### src/hdl/nfba_ram.sv
// Generic simple dual-port RAM with registered read.
module nfba_ram #(
   parameter int WIDTH = 32,
   parameter int DEPTH = 128
) (
   input  logic                                        clock,
   input  logic                                        wr_en,
   input  logic [((DEPTH > 1) ? $clog2(DEPTH) : 1)-1:0] wr_addr,
   input  logic [WIDTH-1:0]                            wr_data,
   input  logic [((DEPTH > 1) ? $clog2(DEPTH) : 1)-1:0] rd_addr,
   output logic [WIDTH-1:0]                            rd_data
);

   logic [WIDTH-1:0] mem_ff [DEPTH];
   logic [WIDTH-1:0] rd_data_ff;

   always_ff @(posedge clock) begin
      if (wr_en) begin
         mem_ff[wr_addr] <= wr_data;
      end
      rd_data_ff <= mem_ff[rd_addr];
   end

   assign rd_data = rd_data_ff;

endmodule

### config.mk
export PLATFORM = sky130hd
export DESIGN_NAME = nfba_ram
export DESIGN_NICKNAME = d
export VERILOG_FILES = /design/src/hdl/nfba_ram.sv
export SDC_FILE = /design/constraint.sdc
export NUM_CORES = 2
export LEC_CHECK = 0
export BUFFER_PORTS_ARGS = -buffer_cell sky130_fd_sc_hd__buf_2
export CAP_MARGIN = 40
export CORE_MARGIN = 2
export CORE_UTILIZATION = 55
export DETAILED_ROUTE_END_ITERATION = 8
export PLACE_DENSITY = 0.71
export SLEW_MARGIN = 25
export SYNTH_ARGS = -nofsm -noshare
export SYNTH_HDL_FRONTEND = slang
export SYNTH_SLANG_ARGS = --single-unit
### constraint.sdc
create_clock -name clock -period 9.54 [get_ports clock]
set_clock_uncertainty 0.1 [all_clocks]
set_input_delay 1.431 -clock clock [delete_from_list [all_inputs] [get_ports clock]]
set_output_delay 1.431 -clock clock [all_outputs]
set_load 0.02 [all_outputs]
==> flow_metrics.env <==
export IMPL_fmax_mhz=206.6
export IMPL_synthTopCellsByArea="edfxtp_1 79%, mux4_2 19%, clkbuf_1 0.44%, dfxtp_1 0.41%, nor2_1 0.29%"
export IMPL_yosysMostFrequentCell="edfxtp_1"
export IMPL_synth_nets=6038
export IMPL_finalSetupTns_ns=0
export IMPL_drive_gt1_share_pct=35.18
export IMPL_clkTransAtPathRegs_ns=0.06
export IMPL_cts_tree="yes"
export IMPL_vias=71540
export IMPL_routed_top_layer="met5"
export IMPL_pin_count=80
export IMPL_slew_headroom_pct=22.94
export IMPL_cts_resized=0
export IMPL_worst_ir_drop_vdd_v=0.0002384
export IMPL_route_met2_wl_um=200200
export IMPL_p_leak_nw=53.76
export IMPL_crit_arrival_ns=5.54
export IMPL_wl_per_cell_um=38.60
export IMPL_wl_met1_um=140900
export IMPL_htree_levels=5
export IMPL_max_cap_violations=0
export IMPL_syn_avg_cell_area_um2=26.09
export IMPL_worstMarginPinSlew_ns=1.156
export IMPL_cts_sinks=4128
export IMPL_crit_fanout=93
export IMPL_syn_cell_area_mm2=0.1563
export IMPL_setup_viol=0
export IMPL_ant_nets=0
export IMPL_worstHoldPathType="in -> reg"
export IMPL_start_kind="primary input"
export IMPL_final_nets=6430
export IMPL_dpl_cell_area_mm2=0.1632
export IMPL_core_area_mm2=0.2825
export IMPL_clockRootBuffer="clkbuf_16"
export IMPL_p_per_area_mw_per_mm2=212.0
export IMPL_rsz0062_at_grt="false"
export IMPL_vias_per_cell=6.815
export IMPL_synth_top_area_share_pct=78.71
export IMPL_start_util_pct=55.31
export IMPL_syn_inst=5990
export IMPL_gr_total_overflow=0
export IMPL_netlist_top_cell_by_area="edfxtp_1"
export IMPL_cts_made_buffers=397
export IMPL_hold_viol=0
export IMPL_async_flop_share_pct=0
export IMPL_drc=0
export IMPL_syn2layout_area_growth_pct=12.61
export IMPL_ys_warn_count=0
export IMPL_grt_usage_pct=28.34
export IMPL_yosys_top_cells_count="4096 x edfxtp_1, 1344 x mux4_2, 182 x clkbuf_1, 122 x nor2_1, 79 x buf_2"
export IMPL_cp_data_required_time_ns=10.24
export IMPL_dp_hpwl_um=216800
export IMPL_wl_met3_um=45590
export IMPL_crit_type="in -> reg"
export IMPL_portBuffers=79
export IMPL_grt_antenna_before_repair=60
export IMPL_clk_latency_ns=0.92
export IMPL_ys_ff_latch=4128
export IMPL_dr_pass1_iters=6
export IMPL_gp_congestion=0.8274
export IMPL_end_kind="register"
export IMPL_die_y_um=537.0
export IMPL_period_share_pct=50.75
export IMPL_die_w_um=537.0
export IMPL_rows=195
export IMPL_synth_edff_count=4096
export IMPL_cts_hold_buffers=0
export IMPL_finalCriticalPeriod_ns=4.841
export IMPL_synth_top_flop_cell="edfxtp_1"
export IMPL_design_area_mm2=0.1760
export IMPL_grt_first_pass_wirelength_um=560400
export IMPL_drt_iter0_drc=11330
export IMPL_status="completed"
export IMPL_wirelength_um=405200
export IMPL_slew_violations=0
export IMPL_post_cts_setup_buffers=0
export IMPL_die_area_mm2=0.2884
export IMPL_cts_buffer_depth=4
export IMPL_synth_distinct_cells=17
export IMPL_grt_max_degree=137
export IMPL_seq_area_frac_synth_pct=79.12
export IMPL_first_global_vias=71290
==> through the flow <==
stage	std cells	worst slack, ns	hold WS (ns)	power (mW)	utilization (%)
6_report	10500	4.699	0.8551	37.31	62.29
4_1_cts	10450	4.653	0.7935	37.45	62.18
3_3_place_gp	9705	3.711	1.004	22.39	57.68
3_5_place_dp	9717	3.669	1.033	22.44	57.76
5_1_grt	10480	4.485	0.8192	38.16	62.27
2_1_floorplan	5990	4.770	0.9737	21.43	-
==> cell families (layout without fill, tap and decap cells) <==
logic type	after synthesis	count (layout)	synth area share (%)
flops	4128	4128	79.12
other cells	0	41	0
simple gates	170	170	0.4460
mux	1376	1376	19.60
buf+inv	316	1040	0.8391
==> flip-flops by register name, summed over array words and instances (netlist names) <==
signal   count
rd_data     32
mem_ff    4096
==> per-layer routing <==
metal,vias to the layer above,GRT usage (%)
met5,-,0
met4,6,11.70
met3,702,5.281
met2,4794,45.69
met1,38800,38.81
li1,27240,-
==> where the power goes <==
part | leakage (nW) | total, mW | switching (mW) | internal [mW]
registers | 37.1 | 20.1 | 0.0866 | 20.0
logic | 10.6 | 1.95 | 1.22 | 0.731
clock network | 6.10 | 15.2 | 6.64 | 8.60
==> worst max-delay path, cell delays in order <==
cell and delay (ns):
buf_12 0.61, buf_12 0.55, buf_4 0.60, mux4_2 0.58, mux4_2 0.58, mux4_2 0.61, mux2_2 0.31
==> placed cells by master (no fill, tap or decap) <==
cell	instances
nand3_1	8
buf_8	5
clkinv_8	6
inv_16	2
nor3_2	9
clkbuf_8	8
buf_4	224
diode_2	41
nor2_4	119
nor2b_1	7
mux2_2	32
buf_12	25
clkinv_4	2
nand2_2	3
clkinv_1	91
dfxtp_1	32
nor2_1	3
or3_1	1
inv_6	7
buf_6	6
clkinv_2	72
buf_16	9
nand2b_1	2
nand2_1	11
clkbuf_1	98
nand4_1	3
clkinvlp_4	11
buf_2	40
clkbuf_16	402
mux4_2	1344
nand3_2	4
bufinv_16	29
edfxtp_1	4096
clkinv_16	3
==> layout make-up <==
class                           instances  area (um^2)
Fill cell                           18070       106500
Multi-Input combinational cell       1546        32290
Antenna cell                           41        102.6
Clock buffer                          508        10540
Tap cell                             3743         4683
Clock inverter                        223         1962
Timing Repair Buffer                  309         2773
Sequential cell                      4128       123600
==> worst paths after layout <==
check                                     from  slack (ns)  cells past startpoint              end
worst min register to register  mem_ff[103][9]        1.04                      4       rd_data[9]
worst max-delay path                rd_addr[0]        4.70                      7      rd_data[28]
worst max register to register   mem_ff[93][2]        6.74                      4       rd_data[2]
worst min-delay path               wr_data[11]        0.86                      1  mem_ff[121][11]
Power figures use the tool's default switching activity.
