### config.mk
export PLATFORM = sky130hd
export DESIGN_NAME = nfba_rem
export DESIGN_NICKNAME = d
export VERILOG_FILES = /design/src/hdl/nfba_rem.sv
export SDC_FILE = /design/constraint.sdc
export NUM_CORES = 1
export LEC_CHECK = 0
export CAP_MARGIN = 25
export CORE_MARGIN = 3
export CORE_UTILIZATION = 50
export DETAILED_ROUTE_END_ITERATION = 10
export DONT_BUFFER_PORTS = 1
export PLACE_DENSITY = 0.68
export SETUP_SLACK_MARGIN = 0.2
export SLEW_MARGIN = 5
export SYNTH_ARGS = -nofsm -noshare
export SYNTH_HDL_FRONTEND = slang
export SYNTH_SLANG_ARGS = --single-unit
export TNS_END_PERCENT = 1
### constraint.sdc
create_clock -name clock -period 2.6 [get_ports clock]
set_input_delay 0.39 -clock clock [delete_from_list [all_inputs] [get_ports clock]]
set_output_delay 0.39 -clock clock [all_outputs]
set_load 0.02 [all_outputs]
### src/hdl/nfba_rem.sv
// Restoring remainder unit, one dividend bit per cycle.
module nfba_rem #(
   parameter int DVD_W = 12,
   parameter int DVS_W = 13
) (
   input  logic             clock,
   input  logic             reset,
   input  logic             start,
   input  logic [DVD_W-1:0] dividend,
   input  logic [DVS_W-1:0] divisor,
   output logic             done,
   output logic [DVS_W-1:0] remainder
);

   localparam int CNT_W = $clog2(DVD_W + 1);

   logic             busy_ff, busy_in;
   logic             done_ff, done_in;
   logic [CNT_W-1:0] cnt_ff, cnt_in;
   logic [DVS_W-1:0] rem_ff, rem_in;
   logic [DVS_W-1:0] dvs_ff, dvs_in;
   logic [DVD_W-1:0] dvd_ff, dvd_in;
   logic [DVS_W:0]   trial;
   logic [DVS_W:0]   diff;

   assign trial = {rem_ff, dvd_ff[DVD_W-1]};
   assign diff  = trial - {1'b0, dvs_ff};

   always_comb begin
      busy_in = busy_ff;
      done_in = 1'b0;
      cnt_in  = cnt_ff;
      rem_in  = rem_ff;
      dvs_in  = dvs_ff;
      dvd_in  = dvd_ff;
      if (start) begin
         busy_in = 1'b1;
         cnt_in  = CNT_W'(DVD_W);
         rem_in  = '0;
         dvs_in  = divisor;
         dvd_in  = dividend;
      end else if (busy_ff) begin
         rem_in = (trial >= {1'b0, dvs_ff}) ? DVS_W'(diff) : DVS_W'(trial);
         dvd_in = dvd_ff << 1;
         cnt_in = cnt_ff - 1'b1;
         if (cnt_ff == CNT_W'(1)) begin
            busy_in = 1'b0;
            done_in = 1'b1;
         end
      end
   end

   always_ff @(posedge clock) begin
      if (reset) begin
         busy_ff <= 1'b0;
         done_ff <= 1'b0;
      end else begin
         busy_ff <= busy_in;
         done_ff <= done_in;
      end
      cnt_ff <= cnt_in;
      rem_ff <= rem_in;
      dvs_ff <= dvs_in;
      dvd_ff <= dvd_in;
   end

   assign done      = done_ff;
   assign remainder = rem_ff;

endmodule

==> flow_metrics.py, run 1 <==
metrics = {
    "status": {
        "outcome": "completed",
    },
    "logic_synthesis": {
        "synth.area.top_cells": "edfxtp_1 31%, dfxtp_1 16%, ha_1 7.8%",
        "ys_top_cells_by_count": "25 x edfxtp_1, 23 x nor2_1, 19 x dfxtp_1, 18 x inv_1, 15 x ha_1",
        "yosysTopAreaCell": "edfxtp_1",
        "synth.top_cell.area_share": 0.313,
        "yosysWarnings": 0,
        "syn_area_um2": 2400,
        "synth.most_common_cell": "edfxtp_1",
        "synthMuxAreaShare": 0.0850,
        "synth_fa_ha_area_frac": 0.0866,
        "postSynthCellCount": 223,
        "avgSynthCellArea_um2": 10.8,
        "yosysUniqueCellTypes": 45,
        "synth_xor_area_frac": 0.0365,
        "synth_top_family_by_area": "compound AO/OA/AOI/OAI gates",
        "synthSimpleGateAreaFrac": 0.123,
        "synth-seq-cells": 44,
        "async_reset_ff_frac": 0,
        "syn-num-nets": 267,
        "ys_seq_area_frac": 0.472,
        "synth_compound_area_frac": 0.157,
        "synth_edf_count": 25,
        "synthFlopType": "edfxtp_1",
    },
    "timing": {
        "drv_slew": 0,
        "fin_crit_ns": 2.40,
        "setup_viol": 0,
        "setup_tns_ns": 0,
        "fin_skew_ns": 0.00654,
        "worst_slew_pin_slew_ns": 0.491,
        "whs_ns": 0.149,
        "finalHoldViolCount": 0,
        "max_freq_ghz": 0.417,
        "rsz0062_at_grt": "true",
        "max_slew_margin": 0.672,
        "min_period_over_period": 0.923,
    },
    "drt": {
        "first_pass_iters": 4,
        "drtIter0Drc": 69,
        "routed_via_density": 5.69,
        "drc": 0,
        "wirelength_um": 4580,
        "ant_nets": 0,
        "num_vias": 1640,
        "wl_per_cell_um": 15.9,
    },
    "power": {
        "power.density_nw_per_um2": 690,
        "p_total_mw": 1.86,
        "peakVddDrop_mv": 0.357,
        "leakagePower_nw": 1.07,
    },
    "setup_path": {
        "startpoint_type": "flop",
        "path_max_fanout": 3,
        "arrival_ns": 2.62,
        "slowest_delay_ns": 0.50,
        "reg2reg_depth": 10,
        "critical_path_class": "reg -> reg",
        "worstPathCellList": "inv_1, ha_2, fa_2, nand2b_4, a21oi_4, o31ai_4, nand2_2, a41oi_4, or4_4, a311oi_2",
        "crit_family": "simple AND/OR/NAND/NOR gates",
        "critPathRequiredTime_ns": 2.82,
        "path_buf_inv": 1,
        "rrSetupSlack_ns": 0.20,
        "critPathSlowestCell": "or4_4",
        "cp-end-kind": "flop",
        "reg2reg_from": "dvd_ff[11]$_DFFE_PP_",
        "reg2reg_to": "remainder[9]$_SDFFE_PP0P_",
    },
    "clocking": {
        "clockBufferDepth": 2,
        "clkSlewWorstSetupHoldPaths_ns": 0.09,
        "numCtsBuffers": 5,
        "cts_tree": "yes",
        "cts.htree.levels": 2,
        "cts_sinks": 44,
        "cts_root_buf": "clkbuf_8",
        "clock_latency_ns": 0.30,
    },
    "floorplanning": {
        "die_w_um": 75.3,
        "io_pins": 42,
        "die_h_um": 75.3,
        "row_count": 24,
        "die_area_um2": 5660,
        "start_util": 0.532,
        "coreArea_um2": 4500,
    },
    "global_route": {
        "grt_max_degree": 42,
        "grt_first_pass_wirelength_um": 7560,
        "grt_pass1_vias": 1568,
        "grt_overflow": 0,
        "grt_antenna_before_repair": 0,
        "grt_use_total": 0.176,
    },
    "min_path": {
        "hold_end": "busy_ff$_SDFF_PP0_",
        "hp-start": "reset",
        "holdPathStages": 1,
        "hold_class": "in -> reg",
    },
    "layout": {
        "layout-drive-gt1-share": 0.203,
        "layout.nets": 279,
        "utilization": 0.598,
        "syn_to_final_growth_pct": 12.3,
        "antenna_cells": 0,
        "fill_cells": 382,
    },
    "placement": {
        "port_buffers": 0,
        "dp_hpwl_um": 3210,
        "gp_congestion": 0.854,
    },
    "job": {
        "drv_cap": 0,
    },
}
==> routing by layer <==
metal | part of all wire | global-route usage
met5 | 0 | 0
met1 | 0.50 | 0.248
met4 | 0.016 | 0.0583
met3 | 0.040 | 0.0454
met2 | 0.44 | 0.264
==> how the worst max path moves through the flow <==
stage               cells after the start            startpoint                   endpoint  slack [ns]
finish                                 10  dvd_ff[11]$_DFFE_PP_  remainder[9]$_SDFFE_PP0P_        0.20
global route                           10  dvd_ff[11]$_DFFE_PP_  remainder[9]$_SDFFE_PP0P_        0.10
CTS                                    11  dvd_ff[11]$_DFFE_PP_  remainder[4]$_SDFFE_PP0P_        0.17
detailed placement                      9   dvs_ff[0]$_DFFE_PP_  remainder[9]$_SDFFE_PP0P_        0.10
global placement                       10   dvs_ff[0]$_DFFE_PP_  remainder[1]$_SDFFE_PP0P_        0.17
floorplan                               9   dvs_ff[0]$_DFFE_PP_  remainder[9]$_SDFFE_PP0P_        0.20
==> kinds of logic (layout without fill, tap and decap cells) <==
logic type               Yosys count  in the layout
AO/OA/AOI/OAI                     49             49
buffers and inverters             25             38
AND/OR/NAND/NOR                   60             60
flip-flops                        44             44
adder cells (fa/ha/maj)           16             16
multiplexers                      19             19
XOR/XNOR                          10             10
==> layout by cell type, fill, tap and decap left out, types with 2 or more instances in the layout <==
| cell type | Yosys | routed |
|---|---|---|
| nand2_1 | 9 | 9 |
| nor2_1 | 23 | 23 |
| ha_1 | 15 | 14 |
| nor3_1 | 4 | 4 |
| a21o_1 | 3 | 3 |
| mux2i_1 | 8 | 8 |
| mux2_2 | 11 | 11 |
| or2_2 | 2 | 2 |
| a211oi_1 | 11 | 11 |
| o21a_1 | 3 | 3 |
| o21ai_0 | 2 | 2 |
| o311ai_0 | 3 | 3 |
| clkbuf_8 | 0 | 5 |
| o31a_1 | 2 | 2 |
| inv_1 | 18 | 18 |
| buf_4 | 1 | 12 |
| xnor2_1 | 8 | 8 |
| dfxtp_1 | 19 | 18 |
| nand3_1 | 4 | 4 |
| edfxtp_1 | 25 | 25 |
| a21oi_1 | 12 | 10 |
| nand4_1 | 3 | 3 |
| xor2_1 | 2 | 2 |
| nand2b_1 | 4 | 3 |
| nor2b_1 | 3 | 3 |
| o21ai_1 | 2 | 2 |
==> metrics by stage <==
stage,area (um^2),setup WS [ns],cells
floorplan,2410,0.203,223
global placement,2530,0.173,279
detailed placement,2530,0.103,279
CTS,2670,0.175,287
global route,2690,0.100,288
finish,2690,0.200,288
==> registers in the layout, indices dropped and copies added, names as in the netlist <==
register and cells:
dvs_ff 13, dvd_ff 12, cnt_ff 4, done 1, remainder 13, busy_ff 1
==> power by group <==
part | internal (mW) | switching [mW]
clock | 0.284 | 0.242
sequential | 0.805 | 0.0447
combinational | 0.220 | 0.262
total | 1.31 | 0.549
==> final cells by class <==
class | instances | area (um^2) | share of cell area
Clock inverter | 3 | 42.5 | 0.0158
Tap cell | 52 | 65.1 | 0.0242
Multi-Input combinational cell | 154 | 1230 | 0.455
Inverter | 18 | 67.6 | 0.0251
Timing Repair Buffer | 12 | 90.1 | 0.0335
Sequential cell | 44 | 1130 | 0.421
Clock buffer | 5 | 68.8 | 0.0256
==> timing repair <==
item	CTS	global route
pin swaps	0	1
setup buffers	0	1
hold buffers	0	0
gates resized for setup	5	3
cloned	0	0
setup endpoints to repair	10	12
No activity file was read; power rests on OpenSTA's default activity.
==> run 2, diff against run 1 <==
CORE_ASPECT_RATIO = 1.25   (was default)
==> run 2 against run 1 <==
Compared with the run above:
- sequential power decreased by 0.7%
- clock skew increased by 0.0011 ns
- core utilization increased by 0.23 points
- clock-buffer cell count unchanged
- maximum frequency decreased by 0.44%
==> flow_metrics.py, run 2 (synthesis results as in run 1) <==
metrics = {
    "clocking": {
        "cts.htree.levels": 2,
        "clockBufferDepth": 2,
        "cts_tree": "yes",
        "clkSlewWorstSetupHoldPaths_ns": 0.09,
        "clock_latency_ns": 0.30,
        "hold_buffers": 0,
        "cts_root_buf": "clkbuf_8",
        "cts_sinks": 44,
        "numCtsBuffers": 5,
    },
    "layout": {
        "utilization": 0.600,
        "layout_commonest_cell": "edfxtp_1",
        "fill_cells": 403,
        "final_cell_mix": "25 x edfxtp_1, 23 x nor2_1, 18 x inv_1, 18 x dfxtp_1, 16 x buf_4",
        "layout-drive-gt1-share": 0.208,
        "syn_to_final_growth_pct": 13.3,
        "antenna_cells": 0,
        "layout.nets": 283,
    },
    "timing": {
        "fin_crit_ns": 2.41,
        "min_period_over_period": 0.927,
        "max_freq_ghz": 0.415,
        "rsz0062_at_grt": "true",
        "drv_slew": 0,
        "max_slew_margin": 0.685,
        "finalHoldViolCount": 0,
        "worst_slew_pin_slew_ns": 0.471,
        "setup_tns_ns": 0,
        "setup_viol": 0,
        "fin_skew_ns": 0.00762,
    },
    "floorplanning": {
        "io_pins": 42,
        "die_h_um": 83.4,
        "start_util": 0.530,
        "die_area_um2": 5670,
        "coreArea_um2": 4530,
        "die_w_um": 68.0,
        "row_count": 27,
    },
    "global_route": {
        "grt_antenna_before_repair": 0,
        "grt_first_pass_wirelength_um": 8070,
        "grt_overflow": 0,
        "grt_pass1_vias": 1735,
        "grt_use_total": 0.186,
        "grt_max_degree": 42,
    },
    "min_path": {
        "hold_class": "in -> reg",
    },
    "drt": {
        "routed_via_density": 5.64,
        "ant_nets": 0,
        "drtIter0Drc": 117,
        "num_vias": 1681,
        "drc": 0,
        "first_pass_iters": 4,
        "wl_per_cell_um": 15.6,
        "wirelength_um": 4650,
    },
    "setup_path": {
        "critical_path_class": "reg -> reg",
        "slowest_delay_ns": 0.49,
        "worstPathCellList": "ha_2, fa_2, nand2b_4, a21oi_4, o31ai_4, nand2_2, a41oi_4, or4_4, a311oi_2",
        "startpoint_type": "flop",
        "critPathRequiredTime_ns": 2.82,
        "cp-end-kind": "flop",
        "arrival_ns": 2.63,
        "path_max_fanout": 3,
        "critPathSlowestCell": "or4_4",
    },
    "power": {
        "power.density_nw_per_um2": 683,
        "peakVddDrop_mv": 0.410,
        "p_total_mw": 1.86,
        "leakagePower_nw": 1.09,
    },
    "placement": {
        "port_buffers": 0,
        "gp_congestion": 0.831,
        "dp_hpwl_um": 3410,
    },
    "status": {
        "outcome": "completed",
    },
    "job": {
        "drv_cap": 0,
    },
}
[run 2: path summary, 6_finish.rpt]
check | slack [ns] | from | end | cells past startpoint
max | 0.19 | dvs_ff[0]$_DFFE_PP_ | remainder[9]$_SDFFE_PP0P_ | 9
max reg2reg | 0.19 | dvs_ff[0]$_DFFE_PP_ | remainder[9]$_SDFFE_PP0P_ | 9
min reg2reg | 0.50 | cnt_ff[1]$_SDFFE_PP0P_ | cnt_ff[1]$_SDFFE_PP0P_ | 2
min | 0.15 | reset | busy_ff$_SDFF_PP0_ | 1
[run 2: layer usage]
| layer | share of wire | vias to the layer above | routed length, um | track usage |
|---|---|---|---|---|
| li1 | - | 847 | - | - |
| met5 | 0 | - | 0 | 0 |
| met2 | 0.49 | 37 | 2270 | 0.280 |
| met1 | 0.44 | 784 | 2020 | 0.242 |
| met4 | 0.028 | 0 | 131 | 0.0814 |
| met3 | 0.048 | 13 | 225 | 0.0555 |
[run 2: area by class of cell]
| type | count | area [um^2] | share of cell area |
|---|---|---|---|
| Sequential cell | 44 | 1130 | 0.417 |
| Multi-Input combinational cell | 154 | 1210 | 0.446 |
| Clock inverter | 3 | 42.5 | 0.0157 |
| Clock buffer | 5 | 68.8 | 0.0253 |
| Inverter | 18 | 67.6 | 0.0249 |
| Tap cell | 58 | 72.6 | 0.0267 |
| Timing Repair Buffer | 16 | 120 | 0.0442 |
[run 2: worst max-delay path, delay by kind of cell (launching register included)]
family                     cells  cell delay [ns]
and+or+nand+nor                3             0.76
adders and majority gates      2             0.60
AOI/OAI and AO/OA              4             0.59
DFF                            1             0.38
[run 2: where the power goes]
group	internal [mW]	total [mW]	switching [mW]
Clock	0.285	0.523	0.238
Combinational	0.226	0.489	0.263
Sequential	0.805	0.844	0.0393
[run 2: stage by stage]
stage               std cells  hold slack (ns)  instance area [um^2]  worst slack (ns)
CTS                       296            0.137                  2690             0.159
floorplan                 223            0.462                  2410             0.203
global route              298            0.125                  2720            0.0677
detailed placement        288            0.464                  2560             0.126
global placement          288            0.462                  2560             0.190
finish                    298            0.147                  2720             0.190
[run 2: timing repair]
item,4_1_cts,5_1_grt
setup buffers,0,2
pin swaps,0,5
resized for setup,3,4
endpoints found under the setup margin,9,11
==> run 3, diff against run 2 <==
clock period = 2 ns   (was 2.6 ns; I/O delays follow)
==> run 3 against run 2 <==
Compared with the run above:
- the flow now finishes with violations (setup timing)
- die area is the same
- core utilization up 4.6 points
- wire length increased by 6.7%
- maximum frequency grew 4.1%
- global-route usage grew 0.70 points
- register-to-register slack worse by 0.51 ns
- clock skew about the same
- combinational power increased by 56%
- cell count rose by 9.1%
- via count rose by 5.2%
- sequential share of layout area decreased by 3.0 points
- sequential power up 28%
==> flow_metrics.py, run 3 (synthesis results as in run 1) <==
metrics = {
    "status": {
        "outcome": "finished, violations left",
        "violations": "setup timing",
    },
    "layout": {
        "final_cell_area_um2": 2930,
        "antenna_cells": 0,
        "layout_commonest_cell": "buf_4",
        "final_cell_mix": "42 x buf_4, 25 x edfxtp_1, 23 x nor2_1, 18 x inv_1, 18 x dfxtp_1",
        "syn_to_final_growth_pct": 22.0,
        "layout.nets": 310,
        "fill_cells": 381,
        "layout-drive-gt1-share": 0.311,
        "utilization": 0.646,
    },
    "timing": {
        "drv_slew": 0,
        "finalHoldViolCount": 0,
        "worst_slew_pin_slew_ns": 0.488,
        "fin_crit_ns": 2.32,
        "max_slew_margin": 0.674,
        "min_period_over_period": 1.16,
        "fin_skew_ns": 0.00748,
        "max_freq_ghz": 0.432,
        "final.setup.worst_slack_ns": -0.317,
        "setup_viol": 13,
        "rsz0062_at_grt": "true",
    },
    "job": {
        "drv_cap": 0,
    },
    "clocking": {
        "clock_latency_ns": 0.30,
        "clockBufferDepth": 2,
        "clkSlewWorstSetupHoldPaths_ns": 0.09,
        "hold_buffers": 0,
        "cts_tree": "yes",
        "cts_sinks": 44,
        "cts.htree.levels": 2,
        "numCtsBuffers": 5,
        "cts_root_buf": "clkbuf_8",
    },
    "setup_path": {
        "reg2reg_from": "dvd_ff[11]$_DFFE_PP_",
        "path_depth": 10,
        "reg2reg_to": "remainder[9]$_SDFFE_PP0P_",
        "slowest_delay_ns": 0.49,
        "reg2reg_depth": 10,
        "arrival_ns": 2.54,
        "worstPathCellList": "inv_1, ha_2, fa_2, nand2b_4, a21oi_4, o31ai_4, nand2_2, a41oi_4, or4_1, a311oi_2",
        "critPathSlowestCell": "or4_1",
        "startpoint_type": "flop",
        "crit_family": "simple AND/OR/NAND/NOR gates",
        "rrSetupSlack_ns": -0.32,
        "critPathRequiredTime_ns": 2.22,
        "path_max_fanout": 2,
        "path_buf_inv": 1,
        "critical_path_class": "reg -> reg",
        "cp-end-kind": "flop",
    },
    "power": {
        "pwr-share-seq": 0.451,
        "power.density_nw_per_um2": 821,
        "switching_share": 0.308,
        "internal_power_mw": 1.66,
        "p_total_mw": 2.40,
        "switchingPower_mw": 0.740,
        "p_comb_frac": 0.317,
        "leakagePower_nw": 1.22,
        "peakVddDrop_mv": 0.505,
        "p_clk_frac": 0.232,
    },
    "global_route": {
        "grt_use_total": 0.193,
        "grt_pass1_vias": 1768,
        "grt_first_pass_wirelength_um": 8380,
        "grt_overflow": 0,
        "grt_antenna_before_repair": 0,
        "grt_max_degree": 42,
    },
    "min_path": {
        "holdPathStages": 1,
        "hold_class": "in -> reg",
        "hp-start": "reset",
        "hold_end": "busy_ff$_SDFF_PP0_",
    },
    "drt": {
        "first_pass_iters": 4,
        "drtIter0Drc": 98,
        "num_vias": 1769,
        "routed_via_density": 5.44,
        "drc": 0,
        "wl_per_cell_um": 15.2,
        "wirelength_um": 4950,
        "ant_nets": 0,
    },
    "floorplanning": {
        "die_area_um2": 5670,
        "die_w_um": 68.0,
        "io_pins": 42,
        "die_h_um": 83.4,
        "row_count": 27,
        "start_util": 0.530,
        "coreArea_um2": 4530,
    },
    "placement": {
        "port_buffers": 0,
        "dp_hpwl_um": 3590,
        "gp_congestion": 0.867,
        "dp_slack_ns": -0.332,
        "placed_area_um2": 2770,
    },
}
[run 3: cell type report]
type | instances | area [um^2] | share of cell area
inverter | 18 | 67.6 | 0.0231
clock buffer | 5 | 68.8 | 0.0235
tap | 58 | 72.6 | 0.0248
clock inverter | 3 | 18.8 | 0.00641
sequential | 44 | 1130 | 0.387
multi-input combinational | 154 | 1240 | 0.424
timing repair buffer | 43 | 327 | 0.112
[run 3: worst max-delay path by stage]
stage	from	end	slack, ns
2_1_floorplan	dvd_ff[11]$_DFFE_PP_	remainder[9]$_SDFFE_PP0P_	-0.29
3_3_place_gp	dvd_ff[11]$_DFFE_PP_	remainder[9]$_SDFFE_PP0P_	-0.29
3_5_place_dp	dvd_ff[11]$_DFFE_PP_	remainder[9]$_SDFFE_PP0P_	-0.33
4_1_cts	dvd_ff[11]$_DFFE_PP_	remainder[9]$_SDFFE_PP0P_	-0.34
5_1_grt	dvd_ff[11]$_DFFE_PP_	remainder[9]$_SDFFE_PP0P_	-0.44
6_report	dvd_ff[11]$_DFFE_PP_	remainder[9]$_SDFFE_PP0P_	-0.32
[run 3: power groups by stage]
stage          clock network (mW)  logic (mW)  registers (mW)
2_1_floorplan                   0       0.451            1.14
3_3_place_gp                    0       0.709            1.10
3_5_place_dp                    0       0.719            1.11
4_1_cts                     0.577       0.734            1.09
5_1_grt                     0.613       0.842            1.10
6_report                    0.557       0.762            1.08
[run 3: metrics by stage]
step / hold slack, ns / setup TNS [ns] / instances
2_1_floorplan: 0.372 / -2.28 / 223
3_3_place_gp: 0.373 / -2.72 / 315
3_5_place_dp: 0.375 / -3.31 / 315
4_1_cts: 0.0534 / -3.35 / 324
5_1_grt: 0.0417 / -4.44 / 325
6_report: 0.0574 / -2.69 / 325
[run 3: repair_timing]
action	in CTS	in global routing
gates resized for setup	3	11
endpoints found under the setup margin	13	13
setup buffers	1	1
pin swaps	0	10
hold endpoints to repair	0	0
[run 3: layer usage]
metal  global-route usage  share of wire  vias up
met4               0.0651          0.016        0
li1                     -              -      906
met1                0.253           0.43      826
met5                    0              0        -
met2                0.312           0.52       31
met3               0.0352          0.036        6
